### src/sv/knn3_ram.sv
// generic single-write single-read ram with registered read data
`timescale 1ns / 1ps
`default_nettype none
module knn3_ram #(
  parameter int WIDTH = 8,
  parameter int DEPTH = 16
) (
  input  wire logic                     clk,
  input  wire logic                     we,
  input  wire logic [$clog2(DEPTH)-1:0] waddr,
  input  wire logic [WIDTH-1:0]         wdata,
  input  wire logic                     re,
  input  wire logic [$clog2(DEPTH)-1:0] raddr,
  output logic      [WIDTH-1:0]         rdata
);

  logic [WIDTH-1:0] mem [DEPTH];

  always_ff @(posedge clk) begin
    if (we) begin
      mem[waddr] <= wdata;
    end
    if (re) begin
      rdata <= mem[raddr];
    end
  end

endmodule
`default_nettype wire

### config.mk
export PLATFORM = sky130hd
export DESIGN_NAME = knn3_ram
export DESIGN_NICKNAME = d
export VERILOG_FILES = /design/src/sv/knn3_ram.sv
export SDC_FILE = /design/constraint.sdc
export NUM_CORES = 1
export LEC_CHECK = 0
export BUFFER_PORTS_ARGS = -buffer_cell sky130_fd_sc_hd__clkbuf_2
export CORE_UTILIZATION = 56
export DETAILED_ROUTE_END_ITERATION = 16
export GPL_TIMING_DRIVEN = 0
export HOLD_SLACK_MARGIN = 0.03
export PLACE_DENSITY = 0.74
export RECOVER_POWER = 50
export SLEW_MARGIN = 20
export SYNTH_ARGS = -nofsm -noshare
export SYNTH_HDL_FRONTEND = slang
export SYNTH_SLANG_ARGS = --single-unit
### constraint.sdc
create_clock -name clk -period 2 [get_ports clk]
set_input_delay 0 -clock clk [delete_from_list [all_inputs] [get_ports clk]]
set_output_delay 0 -clock clk [all_outputs]
set_load 0.01 [all_outputs]
==> flow_summary_export.csv, run 1 <==
group,metric,value,unit
synthesis,ys_seq_elements,136,
timing,post-route-period-util,80.7,%
power_and_ir_drop,p_leak,2.05,nW
global_route,grt_usage,21.9,%
job,cap_viol_max_count,0,
worst_setup_path,crit_fanout,8,
synthesis,ys_types,18,
synthesis,yosysWarnings,0,
cts,clock-root-buffer,"clkbuf_8",
route,viasPerCell,6.03,
finish,area_growth,18.5,%
synthesis,synthSimpleGateAreaFrac,3.14,%
place,io_buffers,25,
synthesis,synth_top_family_by_area,"multiplexers",
global_route,antenna_found_initial,0,
synthesis,synthAdderAreaFrac,0,%
synthesis,synthFlopType,"edfxtp_1",
worst_setup_path,crit_required,2.15,ns
route,avgRoutedWirePerCell,23.7,um
synthesis,yosysTopAreaCellShare,78.1,%
finish,antenna_cells,0,
synthesis,syn_nets,248,
synthesis,synth_compound_area_share,2.30,%
timing,tns,0,ns
route,drtAntennaViolNets,0,
synthesis,synthArstFlopShare,0,%
cts,post_cts_buffers,0,
die,core-area,8890,um^2
cts,clk_pin_slew,0.05,ns
timing,tightestPinTransition,0.856,ns
global_route,grt_max_degree,17,
timing,whs,0.105,ns
global_route,grt_pass1_vias,2434,
finish,fin_nets,304,
worst_setup_path,worstSetupPathType,"in2reg",
die,start_util,58.8,%
power_and_ir_drop,peakVddDrop,0.000574,V
synthesis,syn_area,5230,um^2
route,first_iter_violations,268,
cts,cts-resized-gates,0,
die,placementRows,34,
cts,cts_max_level,4,
timing,fmax,620,MHz
route,drt-pass1-iter-count,5,
worst_setup_path,cp.arrival,1.76,ns
cts,cts_tree,"built",
place,hpwl,5960,um
timing,maxSlewViolCount,0,
timing,fin_skew,0.00705,ns
timing,rsz0062_at_grt,"false",
timing,layout_min_cycle_time,1.61,ns
timing,setup_violations,0,
synthesis,syn_avg_cell_area,22.8,um^2
run_status,outcome,"finished, final reports clean",
route,dr_total_vias,2444,
power_and_ir_drop,power_density,1060,nW/um^2
synthesis,ys_seq_area_share,78.1,%
synthesis,synth_xor_area_share,0,%
route,routed_wl,9610,um
power_and_ir_drop,finalPower,0.00658,W
worst_setup_path,critPathCaptureType,"flop",
die,die_h,98.6,um
synthesis,yosysMostFrequentCell,"edfxtp_1",
die,die_area,9720,um^2
cts,cts_hold_buf,12,
synthesis,yosys.area.top_type,"edfxtp_1",
finish,final_layout_size_suffix_gt1_share,23.2,%
global_route,grt_overflow,0,
synthesis,syn_inst,229,
hold_path,hold_path_class,"in2reg",
cts,cts_sinks,136,
timing,slew-limit-headroom,42.7,%
die,die_x,98.6,um
cts,numCtsBuffers,17,
route,drcViolationCount,0,
worst_setup_path,critical_path.startpoint_type,"primary input",
synthesis,ys_top_cells_by_count,"edfxtp_1 (136), mux4_2 (18), a22oi_1 (16)",
synthesis,synth_edf_count,136,
die,ios,27,
timing,hold_viol_final,0,
global_route,grt_pass1_wl,14300,um
synthesis,synthTopCellsByArea,"edfxtp_1 (78%), mux4_2 (7.8%), mux4_1 (7.0%)",
place,gp_congestion,0.696,
cts,clk_latency,0.51,ns
cts,clk_path_buf_depth,2,
synthesis,synth_mux_area_share,14.8,%
path summary, 6_finish.rpt:
kind	start	to	slack, ns	cells past startpoint
worst max-delay path	waddr[1]	mem[12][0]$_DFFE_PP_	0.39	4
worst min-delay path	waddr[3]	mem[0][5]$_DFFE_PP_	0.10	3
worst max register to register	mem[3][7]$_DFFE_PP_	rdata[7]$_DFFE_PP_	0.44	3
worst min register to register	mem[11][3]$_DFFE_PP_	rdata[3]$_DFFE_PP_	0.76	3
cells by family (layout without fill, tap and decap cells):
family | Yosys count | in the layout
buf+inv | 10 | 78
simple gates | 35 | 35
flops | 136 | 136
mux | 32 | 32
compound gates | 16 | 16
cell usage in the layout, fill, tap and decap left out, types with 2 or more instances in the layout:
cell	count
edfxtp_1	136
buf_6	3
nand2_1	9
clkinv_1	4
clkbuf_1	16
mux4_1	14
clkinvlp_4	2
nand3b_1	2
dlygate4sd3_1	12
clkbuf_16	16
buf_2	3
nand2b_1	2
mux4_2	18
clkdlybuf4s25_2	3
clkbuf_2	12
nor2_1	13
nor3_2	4
bufinv_16	4
a22oi_1	16
per-stage QoR:
stage	setup WS, ns	cell area, um^2	util [%]	std cells
after global placement	0.0159	5490	61.7	362
after floorplan	0.507	5230	-	229
final	0.387	6190	69.6	405
after global routing	0.345	6190	69.6	405
after CTS	0.406	6200	69.8	405
after detailed placement	0.312	5500	61.9	362
power by group:
group / leakage [nW] / internal (W) / switching, W
clock: 0.275 / 0.00199 / 0.00104
sequential: 1.24 / 0.00321 / 0.0000144
combinational: 0.541 / 0.000134 / 0.000182
total: 2.05 / 0.00534 / 0.00124
registers in the layout, indices dropped and copies added, names as in the netlist:
register,count
mem,128
rdata,8
metal layers:
layer,part of all wire [%],track usage [%]
met5,0,0
met3,6.5,6.38
met2,51,35.0
met4,1.0,7.35
met1,42,29.4
area by class of cell:
class,count,area [um^2]
clock inverters,11,155
repair buffers,37,229
well taps,108,135
flip-flops and latches,136,4080
plain buffers,10,86.3
clock buffers,20,425
multi-input cells,83,1080
fillers,546,2700
worst max-delay path, cell delays in order:
cell and delay (ns):
dlygate4sd3_1 0.53, clkbuf_2 0.19, nor3_2 0.19, dlygate4sd3_1 0.85
Power figures use the tool's default switching activity.
==> run 2: changes to the inputs <==
==> constraint.sdc (replaced) <==
create_clock -name clk -period 1.6 [get_ports clk]
set_input_delay 0 -clock clk [delete_from_list [all_inputs] [get_ports clk]]
set_output_delay 0 -clock clk [all_outputs]
set_load 0.01 [all_outputs]
==> run 2 against run 1 <==
Register-to-register slack worse by 0.40 ns. Cell count stayed put. Final area unchanged. Die area stayed put. Sequential power is 25% higher. First-iteration DRC count down 6.7%. Critical endpoint is now rdata[7]$_DFFE_PP_. Worst setup slack lost 0.35 ns. Flip-flop and latch count did not move.
==> flow_summary_export.csv, run 2 (synthesis results as in run 1) <==
group,metric,value,unit
power_and_ir_drop,netSwitchingFraction,18.8,%
worst_setup_path,crit_required,1.84,ns
die,die_x,98.6,um
cts,cts_sinks,136,
finish,final_area,6190,um^2
worst_setup_path,reg2reg_to,"rdata[7]$_DFFE_PP_",
timing,slew-limit-headroom,41.9,%
power_and_ir_drop,intPower,0.00668,W
place,hpwl,5960,um
power_and_ir_drop,pwr-share-seq,49.0,%
route,dr_total_vias,2477,
global_route,grt_usage,21.9,%
cts,clk_pin_slew,0.06,ns
place,place_inst,362,
finish,final_layout_size_suffix_gt1_share,23.2,%
die,core-area,8890,um^2
finish,fin_nets,304,
timing,fin_skew,0.00664,ns
global_route,grt_pass1_vias,2437,
hold_path,holdPathEnd,"mem[0][3]$_DFFE_PP_",
route,avgRoutedWirePerCell,24.0,um
die,placementRows,34,
cts,clk_latency,0.50,ns
finish,max_flop_register,"mem",
hold_path,hold_depth,3,
finish,top_regs,"mem: 128 flops, rdata: 8 flops",
timing,fmax,642,MHz
power_and_ir_drop,finalPower,0.00823,W
timing,tightestPinTransition,0.869,ns
worst_setup_path,crit_fanout,1,
global_route,grt_pass1_wl,14300,um
die,die_h,98.6,um
finish,multiInputGateArea,1080,um^2
worst_setup_path,cp.arrival,1.80,ns
finish,final_cell_mix,"edfxtp_1 (136), mux4_2 (18), a22oi_1 (16), clkbuf_16 (16), clkbuf_1 (16)",
worst_setup_path,critical_path.startpoint_type,"flop",
worst_setup_path,worstSetupPathType,"reg2reg",
power_and_ir_drop,combinationalPowerShare,4.8,%
die,die_area,9720,um^2
timing,rsz0062_at_grt,"false",
finish,ff_latch_area,4080,um^2
cts,post_cts_buffers,0,
power_and_ir_drop,power_density,1330,nW/um^2
worst_setup_path,critPathCaptureType,"flop",
finish,fillers,545,
worst_setup_path,r2r_cells,3,
cts,cts_tree,"built",
place,placed_cell_area,5500,um^2
route,routed_wl,9730,um
place,gp_congestion,0.696,
cts,cts_max_level,4,
timing,maxSlewViolCount,0,
cts,clk_path_buf_depth,2,
power_and_ir_drop,clockPowerShare,46.1,%
worst_setup_path,r2r_slack,0.04,ns
cts,numCtsBuffers,17,
job,cap_viol_max_count,0,
finish,area_growth,18.5,%
route,drtAntennaViolNets,0,
route,drcViolationCount,0,
power_and_ir_drop,p_leak,2.05,nW
hold_path,hold_path_class,"in2reg",
die,ios,27,
timing,setup_violations,0,
place,io_buffers,25,
timing,post-route-period-util,97.4,%
hold_path,hp-start,"waddr[3]",
global_route,grt_max_degree,17,
die,start_util,58.8,%
route,first_iter_violations,250,
finish,antenna_cells,0,
global_route,grt_overflow,0,
run_status,outcome,"finished, final reports clean",
finish,fin_cells,405,
cts,clock-root-buffer,"clkbuf_8",
worst_setup_path,reg2reg_from,"mem[3][7]$_DFFE_PP_",
finish,layout_commonest_cell,"edfxtp_1",
finish,fin_util,69.6,%
route,viasPerCell,6.12,
power_and_ir_drop,peakVddDrop,0.000703,V
timing,layout_min_cycle_time,1.56,ns
power_and_ir_drop,p_sw,0.00155,W
timing,hold_viol_final,0,
global_route,antenna_found_initial,0,
route,drt-pass1-iter-count,5,
finish,largest_reg_flops,128,
[run 2: cell counts in the layout (fill, tap and decap cells not counted)]
Identical to the previous run, type by type.
[run 2: critical path, cell delays in order, from the launching register on]
cell,delay (ns)
edfxtp_1,0.37
mux4_2,0.48
a22oi_1,0.32
nand2_1,0.12
[run 2: routing by layer]
layer  vias to the layer above  global-route usage, %  part of all wire (%)  routed length (um)
li1                       1092                      -                     -                   -
met1                      1269                   29.5                    42                4110
met2                       107                   35.3                    51                4920
met3                         9                   5.96                   6.5                 632
met4                         0                   7.23                  0.74                  72
met5                         -                      0                     0                   0
[run 2: stage by stage]
step	hold slack [ns]	worst slack, ns	setup TNS (ns)
6_report	0.104	0.0414	0
5_1_grt	0.0976	0.0202	0
4_1_cts	0.0385	0.00994	0
3_5_place_dp	0.356	-0.0877	-1.86
3_3_place_gp	0.349	-0.384	-4.96
2_1_floorplan	0.0989	0.107	0
[run 2: how the worst max path moves through the flow]
stage                         from                   to  slack (ns)  depth (start not counted)
6_report       mem[3][7]$_DFFE_PP_   rdata[7]$_DFFE_PP_        0.04                          3
5_1_grt                   waddr[0]  mem[2][0]$_DFFE_PP_        0.02                          4
4_1_cts                   waddr[0]  mem[4][2]$_DFFE_PP_        0.01                          3
3_5_place_dp              waddr[2]  mem[2][0]$_DFFE_PP_       -0.09                          3
3_3_place_gp              waddr[2]  mem[0][0]$_DFFE_PP_       -0.38                          3
2_1_floorplan             waddr[2]  mem[0][0]$_DFFE_PP_        0.11                          2
[run 2: power by group through the flow]
stage / Sequential, W / Clock [W] / Combinational (W)
2_1_floorplan: 0.00411 / 0 / 0.000203
3_3_place_gp: 0.00410 / 0 / 0.000364
3_5_place_dp: 0.00411 / 0 / 0.000380
4_1_cts: 0.00404 / 0.00382 / 0.000402
5_1_grt: 0.00404 / 0.00399 / 0.000425
6_report: 0.00404 / 0.00380 / 0.000397
[run 2: layout make-up]
class	count	area share [%]
tap	108	2.18
sequential	136	66.0
multi-input combinational	83	17.4
buffer	10	1.39
clock inverter	11	2.51
clock buffer	20	6.87
timing repair buffer	37	3.70
[run 2: repair_timing]
| action | in CTS | in global routing |
|---|---|---|
| hold endpoints to repair | 160 | 8 |
| hold buffers | 11 | 1 |
| gates resized for setup | 0 | 0 |
