File: config.mk
export PLATFORM = sky130hd
export DESIGN_NAME = knn3_cell
export DESIGN_NICKNAME = d
export VERILOG_FILES = /design/src/sv/knn3_pkg.sv /design/src/sv/knn3_cell.sv
export SDC_FILE = /design/constraint.sdc
export NUM_CORES = 1
export LEC_CHECK = 0
export BUFFER_PORTS_ARGS = -buffer_cell sky130_fd_sc_hd__buf_2
export CAP_MARGIN = 20
export CORE_UTILIZATION = 54
export CTS_CLUSTER_DIAMETER = 40
export DETAILED_ROUTE_END_ITERATION = 10
export PLACE_DENSITY = 0.85
export SLEW_MARGIN = 10
export SYNTH_ARGS = -nofsm -noshare
export SYNTH_HDL_FRONTEND = slang
export SYNTH_SLANG_ARGS = --single-unit
File: constraint.sdc
create_clock -name clk -period 22.9 [get_ports clk]
set_clock_uncertainty 0.15 [all_clocks]
set_input_delay 1.145 -clock clk [delete_from_list [all_inputs] [get_ports clk]]
set_output_delay 1.145 -clock clk [all_outputs]
set_load 0.02 [all_outputs]
File: src/sv/knn3_pkg.sv
// package with shared types and constants of the 3-nn condition classifier
`timescale 1ns / 1ps
`default_nettype none
package knn3_pkg;

  localparam int TABLE_DEPTH = 256;
  localparam int ADDR_W      = $clog2(TABLE_DEPTH);
  localparam int CNT_W       = 9;
  localparam int DIST_W      = 63;
  localparam int SAMPLE_W    = 61;
  localparam int DRAIN_CYCLES = 10;
  localparam int DRAIN_W     = 4;

  localparam logic [CNT_W-1:0]  RESET_SAMPLE_COUNT = 9'd200;
  localparam logic [31:0] RESET_WEIGHT_AFR  = 32'd24101900;
  localparam logic [31:0] RESET_WEIGHT_RPM  = 32'd3742;
  localparam logic [31:0] RESET_WEIGHT_TEMP = 32'd63741;
  localparam logic [31:0] RESET_WEIGHT_TPS  = 32'd42348;
  localparam logic [31:0] RESET_WEIGHT_MAP  = 32'd33036;

  // rule thresholds in tenths
  localparam logic [9:0]         TPS_IDLE_LIMIT = 10'd10;
  localparam logic signed [12:0] TEMP_COLD_LIMIT = 13'sd650;
  localparam logic signed [12:0] TEMP_HOT_LIMIT  = 13'sd750;
  localparam logic [9:0]         AFR_RICH_LOW   = 10'd110;
  localparam logic [9:0]         AFR_RICH_HIGH  = 10'd120;

  typedef enum logic [2:0] {
    REG_SAMPLE_COUNT = 3'd0,
    REG_WEIGHT_AFR   = 3'd1,
    REG_WEIGHT_RPM   = 3'd2,
    REG_WEIGHT_TEMP  = 3'd3,
    REG_WEIGHT_TPS   = 3'd4,
    REG_WEIGHT_MAP   = 3'd5
  } reg_index_t;

  typedef enum logic [1:0] {
    COND_NORMAL      = 2'd0,
    COND_STARTUP     = 2'd1,
    COND_MAINTENANCE = 2'd2,
    COND_CRITICAL    = 2'd3
  } condition_t;

  typedef enum logic [1:0] {
    ST_IDLE,
    ST_SCAN,
    ST_DRAIN,
    ST_DONE
  } state_t;

  // candidate neighbour moving along the cell chain
  typedef struct packed {
    logic              valid;
    logic [DIST_W-1:0] distance;
    logic [ADDR_W-1:0] idx;
    logic [1:0]        label;
  } cand_t;

  typedef struct packed {
    logic [31:0] afr;
    logic [31:0] rpm;
    logic [31:0] temp;
    logic [31:0] tps;
    logic [31:0] map;
  } weights_t;

  typedef struct packed {
    logic [9:0]         afr;
    logic [13:0]        rpm;
    logic signed [12:0] temp;
    logic [9:0]         tps;
    logic [11:0]        map;
  } features_t;

endpackage
`default_nettype wire

File: src/sv/knn3_cell.sv
// one cell of the sorted nearest-neighbour chain
`timescale 1ns / 1ps
`default_nettype none
module knn3_cell (
  input  wire logic            clk,
  input  wire logic            rst_n,
  input  wire logic            clear,
  input  wire knn3_pkg::cand_t cand_in,
  output knn3_pkg::cand_t      held,
  output knn3_pkg::cand_t      pass_out
);

  knn3_pkg::cand_t held_r, held_nxt, pass_r, pass_nxt;
  logic            closer;

  // order by distance, then by table index
  assign closer = {cand_in.distance, cand_in.idx} < {held_r.distance, held_r.idx};

  always_comb begin
    held_nxt = held_r;
    pass_nxt = cand_in;
    if (cand_in.valid) begin
      if (!held_r.valid) begin
        held_nxt       = cand_in;
        pass_nxt.valid = 1'b0;
      end else if (closer) begin
        held_nxt = cand_in;
        pass_nxt = held_r;
      end
    end
  end

  always_ff @(posedge clk) begin
    if (!rst_n || clear) begin
      held_r.valid <= 1'b0;
      pass_r.valid <= 1'b0;
    end else begin
      held_r.valid <= held_nxt.valid;
      pass_r.valid <= pass_nxt.valid;
    end
    held_r.distance <= held_nxt.distance;
    held_r.idx      <= held_nxt.idx;
    held_r.label    <= held_nxt.label;
    pass_r.distance <= pass_nxt.distance;
    pass_r.idx      <= pass_nxt.idx;
    pass_r.label    <= pass_nxt.label;
  end

  assign held     = held_r;
  assign pass_out = pass_r;

endmodule
`default_nettype wire

==> qor.txt, run 1 <==
status: complete, but fails checks
violated checks: DRC
Hold Path Cell Cnt: 1
transition at the pin with the smallest max-transition slack: 0.674 ns
Mapped Cells: 483
share of synthesized area occupied by flip-flops and latches: 0.571
count of flip-flops with a built-in enable after synthesis: 73
Die X-Extent: 111 um
crit end category: flop
Required @ worst endpoint: 23.05 ns
Via-to-Cell Ratio: 5.28
post-CTS clock slew at the launch and capture registers of the worst setup and hold paths: 0.06 ns
post-CTS setup repair buffer count: 0
count of antenna-violating nets left after detailed routing: 0
most common library cells after synthesis: sky130_fd_sc_hd__dfxtp_1 (75), sky130_fd_sc_hd__edfxtp_1 (73), sky130_fd_sc_hd__inv_1 (73), sky130_fd_sc_hd__ha_1 (70), sky130_fd_sc_hd__mux2_2 (57)
# clock sinks: 148
number of rows in the core area: 39
TritonCTS clock tree: done
worst slew margin relative to its limit: 0.551
fraction of the core area covered by cells at the end of the flow: 0.726
reg-to-reg critical path endpoint: pass_out[50]
Root Buffer Master: sky130_fd_sc_hd__clkbuf_16
Post-CTS Hold Buffers: 0
launching element type of the critical path: input pin
endpoint arrival time on the critical path: 4.47 ns
fill cell instance count of the final layout: 749
largest fanout on the critical path: 48
achievable frequency: 231 MHz
count of final hold-check violations: 0
worst-case hold path end point: pass_out[38]
total CTS buffers: 17
via count of the first global-routing pass: 4790
drt pass-1 iters: 8
RSZ-0062 raised after global routing: false
min Tclk post-route: 4.32 ns
number of max-cap violations: 0
Hold Startpoint: held[38]
maximum number of pins on one net before global-route repair: 49
ranking of synthesized cells by area: sky130_fd_sc_hd__edfxtp_1 (34%), sky130_fd_sc_hd__dfxtp_1 (23%), sky130_fd_sc_hd__ha_1 (14%)
Setup violations, final: 0
total count of max-transition violations in the final report: 0
number of gates resized after CTS: 0
Post-synth top flop: sky130_fd_sc_hd__dfxtp_1
share of flip-flops with an asynchronous set or reset: 0
final global-route overflow total: 0
chip height: 111 um
layout overhead on the synthesized area: 29.8%
clock network latency to the later pin of the worst-skew pair: 0.42 ns
Synth Net Count: 630
Worst VDD drop: 0.0611 mV
#FFs+latches synth: 148
Cell variety after synth: 35
Port Buffer Count: 224
number of nets in the layout: 869
worst reg-to-reg path cell count: 10
total power density per cell area: 83.5 nW/um^2
antenna cell count: 0
final cycle utilization of the critical path: 0.189
dominant cell by count in the synthesized netlist: sky130_fd_sc_hd__dfxtp_1
launching point of the worst reg2reg path: held[66]
largest area contributor in the netlist: sky130_fd_sc_hd__edfxtp_1
Initial Utilization: 0.559
class of the tightest hold or removal check: reg2reg
average instance area after synthesis: 13.4 um^2
Hold Slack: 0.381 ns
area of placed instances: 7710 um^2
first-pass GRT wire length: 23200 um
Core Box Area: 11600 um^2
non-filler cells, final: 878
Total Neg Setup Slack: 0 ns
placed wire-length estimate after detailed placement: 10900 um
class of the most critical setup path: in2reg
routed length per instance: 16.8 um
fraction of synthesized cell area taken by the top area cell type: 0.339
number of I/O pins: 225
number of antenna violations at the first check in global routing: 0
maximum buffer depth of the clock tree: 2
post-detailed-routing wire length: 14800 um
Design Area, Final: 8390 um^2
number of placed instances, taps included: 845
number of design-rule violations left by the first detailed-router iteration: 291
gp weighted congestion: 0.787
Static Leak: 4.14 nW
register-to-register setup slack: 18.97 ns
Die Outline Area: 12400 um^2
YS warnings: 0
All-Layer GR Usage: 0.241
total DRC errors in the routed layout: 28
H-tree depth: 4
fraction of layout cells with a size suffix above 1: 0.454
Vias: 4634
Post-Synthesis Cell Area: 6460 um^2
## layout make-up
| cell class | instances | area, um^2 | share of cell area |
|---|---|---|---|
| Multi-Input combinational cell | 255 | 2430 | 0.289 |
| Sequential cell | 148 | 3690 | 0.440 |
| Clock buffer | 26 | 542 | 0.0646 |
| Inverter | 73 | 274 | 0.0327 |
| Timing Repair Buffer | 227 | 1160 | 0.139 |
| Clock inverter | 6 | 110 | 0.0131 |
| Tap cell | 143 | 179 | 0.0213 |
## worst max-delay path: stages
cell and delay [ns]:
sky130_fd_sc_hd__buf_2 0.12, sky130_fd_sc_hd__ha_1 0.31, sky130_fd_sc_hd__nand4_1 0.20, sky130_fd_sc_hd__nor4_1 0.63
sky130_fd_sc_hd__nand4_1 0.28, sky130_fd_sc_hd__a21oi_1 0.24, sky130_fd_sc_hd__nor3_2 0.09, sky130_fd_sc_hd__nand4_4 0.38
sky130_fd_sc_hd__buf_4 0.65, sky130_fd_sc_hd__mux2_2 0.42
## power by group
| group | switching, W | internal (W) | total, W |
|---|---|---|---|
| Sequential | 0.00000874 | 0.000297 | 0.000305 |
| Combinational | 0.0000567 | 0.0000382 | 0.0000949 |
| Clock | 0.000105 | 0.000196 | 0.000301 |
## through the flow
stage / total power (W) / setup WS (ns)
after floorplan: 0.000368 / 14.21
after global placement: 0.000399 / 17.97
after detailed placement: 0.000404 / 17.80
after CTS: 0.000705 / 18.25
after global routing: 0.000725 / 18.26
final: 0.000701 / 18.58
## logic make-up after synthesis
family                   after synthesis  share of synthesized area
AO/OA/AOI/OAI                         59                     0.0575
flip-flops                           148                      0.571
AND/OR/NAND/NOR                       53                     0.0445
multiplexers                          73                      0.136
buffers and inverters                 80                     0.0546
adder cells (fa/ha/maj)               70                      0.136
## layout by cell type, fill, tap and decap left out, types with 3 or more instances in the layout
cell type and instances:
sky130_fd_sc_hd__nand4_1 11, sky130_fd_sc_hd__mux2_4 16, sky130_fd_sc_hd__bufinv_16 3, sky130_fd_sc_hd__a21o_1 11, sky130_fd_sc_hd__clkbuf_1 3, sky130_fd_sc_hd__edfxtp_1 73
sky130_fd_sc_hd__nor4_1 3, sky130_fd_sc_hd__nand3_1 4, sky130_fd_sc_hd__mux2_2 57, sky130_fd_sc_hd__nor2_1 8, sky130_fd_sc_hd__o21ai_0 8, sky130_fd_sc_hd__clkbuf_16 19
sky130_fd_sc_hd__buf_2 224, sky130_fd_sc_hd__inv_1 73, sky130_fd_sc_hd__clkbuf_8 4, sky130_fd_sc_hd__nand2_1 18, sky130_fd_sc_hd__ha_1 70, sky130_fd_sc_hd__dfxtp_1 75
sky130_fd_sc_hd__a21oi_1 26
## per-layer routing
| layer | vias to the layer above | wire (um) | share of wire | global-route usage |
|---|---|---|---|---|
| li1 | 2216 | - | - | - |
| met1 | 2213 | 6000 | 0.41 | 0.279 |
| met2 | 186 | 7610 | 0.51 | 0.422 |
| met3 | 19 | 920 | 0.062 | 0.0621 |
| met4 | 0 | 253 | 0.017 | 0.107 |
| met5 | - | 0 | 0 | 0 |
## state kept, by name (all words and copies together) (netlist names)
| name | flops |
|---|---|
| pass_out | 74 |
| held | 74 |
## worst max path at each step
stage	from	end	slack (ns)	depth (start not counted)
2_1_floorplan	cand_in[28]	held[0]	14.21	8
3_3_place_gp	cand_in[28]	held[33]	17.97	10
3_5_place_dp	cand_in[28]	held[33]	17.80	10
4_1_cts	cand_in[28]	held[34]	18.25	10
5_1_grt	cand_in[70]	pass_out[50]	18.26	10
6_report	cand_in[66]	pass_out[50]	18.58	10
Note: power is estimated with default switching activity, not from simulation.
==> run 2, diff against run 1 <==
- CORE_UTILIZATION: 54 -> 45
- PLACE_DENSITY: 0.85 -> 0.76
- clock period: 22.9 -> 3.8 ns (I/O delays scaled with it)
==> run 2 against run 1 <==
  * The flow now finishes without violations
  * Via count rose by 4.9%
  * Register-to-register slack got worse by 18 ns
  * Sequential cell count did not move
  * Utilization is 7.1 points lower
  * Sequential power rose to 6.0 times the previous value
  * Critical path depth increased by 1
  * Worst hold slack got worse by 0.025 ns
  * First-iteration DRC count is 34% lower
  * Total power grew to 5.8 times the previous value
  * Die area grew 20%
  * Count of clock-buffer cells in the layout down 7
  * Non-clock buffer count increased by 76
  * Critical path type unchanged
  * Highest routed layer unchanged
==> qor.txt, run 2 (synthesis gave the netlist of run 1 again) <==
class of the tightest hold or removal check: in2reg
endpoint arrival time on the critical path: 3.14 ns (-1.33 ns)
Setup violations, final: 0 (unchanged)
Initial Utilization: 0.464 (-0.0951)
post-detailed-routing wire length: 15600 um (+5.6%)
# clock sinks: 148 (unchanged)
post-CTS setup repair buffer count: 0 (unchanged)
TritonCTS clock tree: done
number of rows in the core area: 43 (+10%)
fraction of the core area covered by cells at the end of the flow: 0.654 (-0.0711)
class of the most critical setup path: in2reg
switching power share of the total: 0.257 (+0.0149)
Overall Power: 0.00408 W (+480%)
fill cell instance count of the final layout: 1025 (+37%)
final global-route overflow total: 0 (unchanged)
Die X-Extent: 122 um (+9.4%)
All-Layer GR Usage: 0.215 (-0.0261)
crit end category: flop
total count of max-transition violations in the final report: 0 (unchanged)
number of design-rule violations left by the first detailed-router iteration: 191 (-34%)
Port Buffer Count: 224 (unchanged)
relative contribution of combinational cells to total power: 0.155 (+0.020)
number of max-cap violations: 0 (unchanged)
via count of the first global-routing pass: 5118 (+6.8%)
most common library cell in the layout ignoring fill and taps: sky130_fd_sc_hd__buf_2
worst slew margin relative to its limit: 0.667 (+0.117)
count of final hold-check violations: 0 (unchanged)
total DRC errors in the routed layout: 0 (-100%)
transition at the pin with the smallest max-transition slack: 0.494 ns (-0.180 ns)
total power density per cell area: 447 nW/um^2 (+440%)
RSZ-0062 raised after global routing: false
final cycle utilization of the critical path: 0.846
min Tclk post-route: 3.22 ns
routed length per instance: 15.7 um (-6.5%)
drt pass-1 iters: 4 (-4)
achievable frequency: 311 MHz
Vias: 4860 (+4.9%)
post-CTS clock slew at the launch and capture registers of the worst setup and hold paths: 0.06 ns (about the same)
Via-to-Cell Ratio: 4.90 (-7.1%)
fraction of layout cells with a size suffix above 1: 0.412 (-0.0426)
Die Outline Area: 14800 um^2 (+20%)
maximum number of pins on one net before global-route repair: 74 (+51%)
clock network latency to the later pin of the worst-skew pair: 0.41 ns (about the same)
Post-CTS Hold Buffers: 76 (+76)
layout overhead on the synthesized area: 41.1%
first-pass GRT wire length: 24400 um (+5.1%)
total CTS buffers: 17 (unchanged)
Worst VDD drop: 0.276 mV (+350%)
number of nets in the layout: 945 (+8.7%)
register-to-register setup slack: 0.61 ns (-18.36 ns)
Root Buffer Master: sky130_fd_sc_hd__clkbuf_16
number of placed instances, taps included: 883 (+4.5%)
placed wire-length estimate after detailed placement: 10600 um (-3.0%)
Power Internal: 0.00303 W (+470%)
Static Leak: 4.40 nW (+6.4%)
maximum buffer depth of the clock tree: 2 (unchanged)
switching power of the nets: 0.00105 W (+520%)
Required @ worst endpoint: 3.73 ns (-19.32 ns)
chip height: 122 um (+9.4%)
count of antenna-violating nets left after detailed routing: 0 (unchanged)
Core Box Area: 13900 um^2 (+20%)
H-tree depth: 4 (unchanged)
number of gates resized after CTS: 0 (unchanged)
Seq pwr share: 0.450 (+0.014)
number of antenna violations at the first check in global routing: 0 (unchanged)
most used cells in the layout excluding fill and tap cells: sky130_fd_sc_hd__buf_2 (224), sky130_fd_sc_hd__dlygate4sd3_1 (76), sky130_fd_sc_hd__dfxtp_1 (75)
largest fanout on the critical path: 53 (+10%)
number of I/O pins: 225 (unchanged)
launching element type of the critical path: input pin
non-filler cells, final: 991 (+13%)
status: finished, final reports clean
gp weighted congestion: 0.769 (-2.3%)
antenna cell count: 0 (unchanged)
power share of the clock group: 0.395 (-0.034)
==> run 2: changes by cell type in the layout (fill, tap and decap cells not counted), sizes merged <==
cell	delta
dlygate4sd3	+76
clkinv	+4
clkbuf	-7
clkinvlp	+4
bufinv	-1
==> run 2: worst paths after layout <==
path	startpoint	end	cells after the start
min	cand_in[0]	held[0]	2
max reg2reg	held[20]	pass_out[39]	10
max	cand_in[28]	held[34]	11
min reg2reg	held[0]	pass_out[0]	1
==> run 2: cell type report <==
type                       count  area (um^2)  share of cell area
clock buffer                  19          433              0.0475
tap                          180          225              0.0247
multi-input combinational    255         2430               0.266
clock inverter                13          135              0.0148
timing repair buffer         303         1930               0.212
sequential                   148         3690               0.405
inverter                      73          274              0.0300
==> run 2: power by group through the flow <==
stage | combinational (W) | sequential (W) | clock (W)
floorplan | 0.000218 | 0.00199 | 0
global placement | 0.000550 | 0.00187 | 0
detailed placement | 0.000567 | 0.00187 | 0
CTS | 0.000632 | 0.00184 | 0.00164
global route | 0.000693 | 0.00185 | 0.00170
finish | 0.000632 | 0.00184 | 0.00161
==> run 2: per-layer routing <==
metal | track usage | part of all wire | vias up
met1 | 0.237 | 0.41 | 2282
met3 | 0.0562 | 0.059 | 38
met4 | 0.112 | 0.034 | 0
li1 | - | - | 2365
met5 | 0 | 0 | -
met2 | 0.379 | 0.50 | 175
==> run 2: worst max-delay path, cell delays in order <==
cell,delay [ns]
sky130_fd_sc_hd__dlygate4sd3_1,0.54
sky130_fd_sc_hd__buf_2,0.14
sky130_fd_sc_hd__ha_1,0.30
sky130_fd_sc_hd__and3_4,0.18
sky130_fd_sc_hd__a221o_1,0.34
sky130_fd_sc_hd__a221oi_1,0.37
sky130_fd_sc_hd__a21oi_1,0.15
sky130_fd_sc_hd__nor3_2,0.23
sky130_fd_sc_hd__nand2_1,0.14
sky130_fd_sc_hd__a21boi_4,0.20
sky130_fd_sc_hd__buf_12,0.28
==> run 2: through the flow <==
stage | worst slack [ns] | instance area (um^2) | TNS (ns) | hold WS, ns
4_1_cts | 0.529 | 9120 | 0 | 0.340
3_5_place_dp | 0.550 | 7790 | 0 | 0.235
6_report | 0.585 | 9120 | 0 | 0.356
2_1_floorplan | -0.0520 | 6470 | -3.80 | 0.139
5_1_grt | 0.365 | 9120 | 0 | 0.355
3_3_place_gp | 0.574 | 7790 | 0 | 0.233
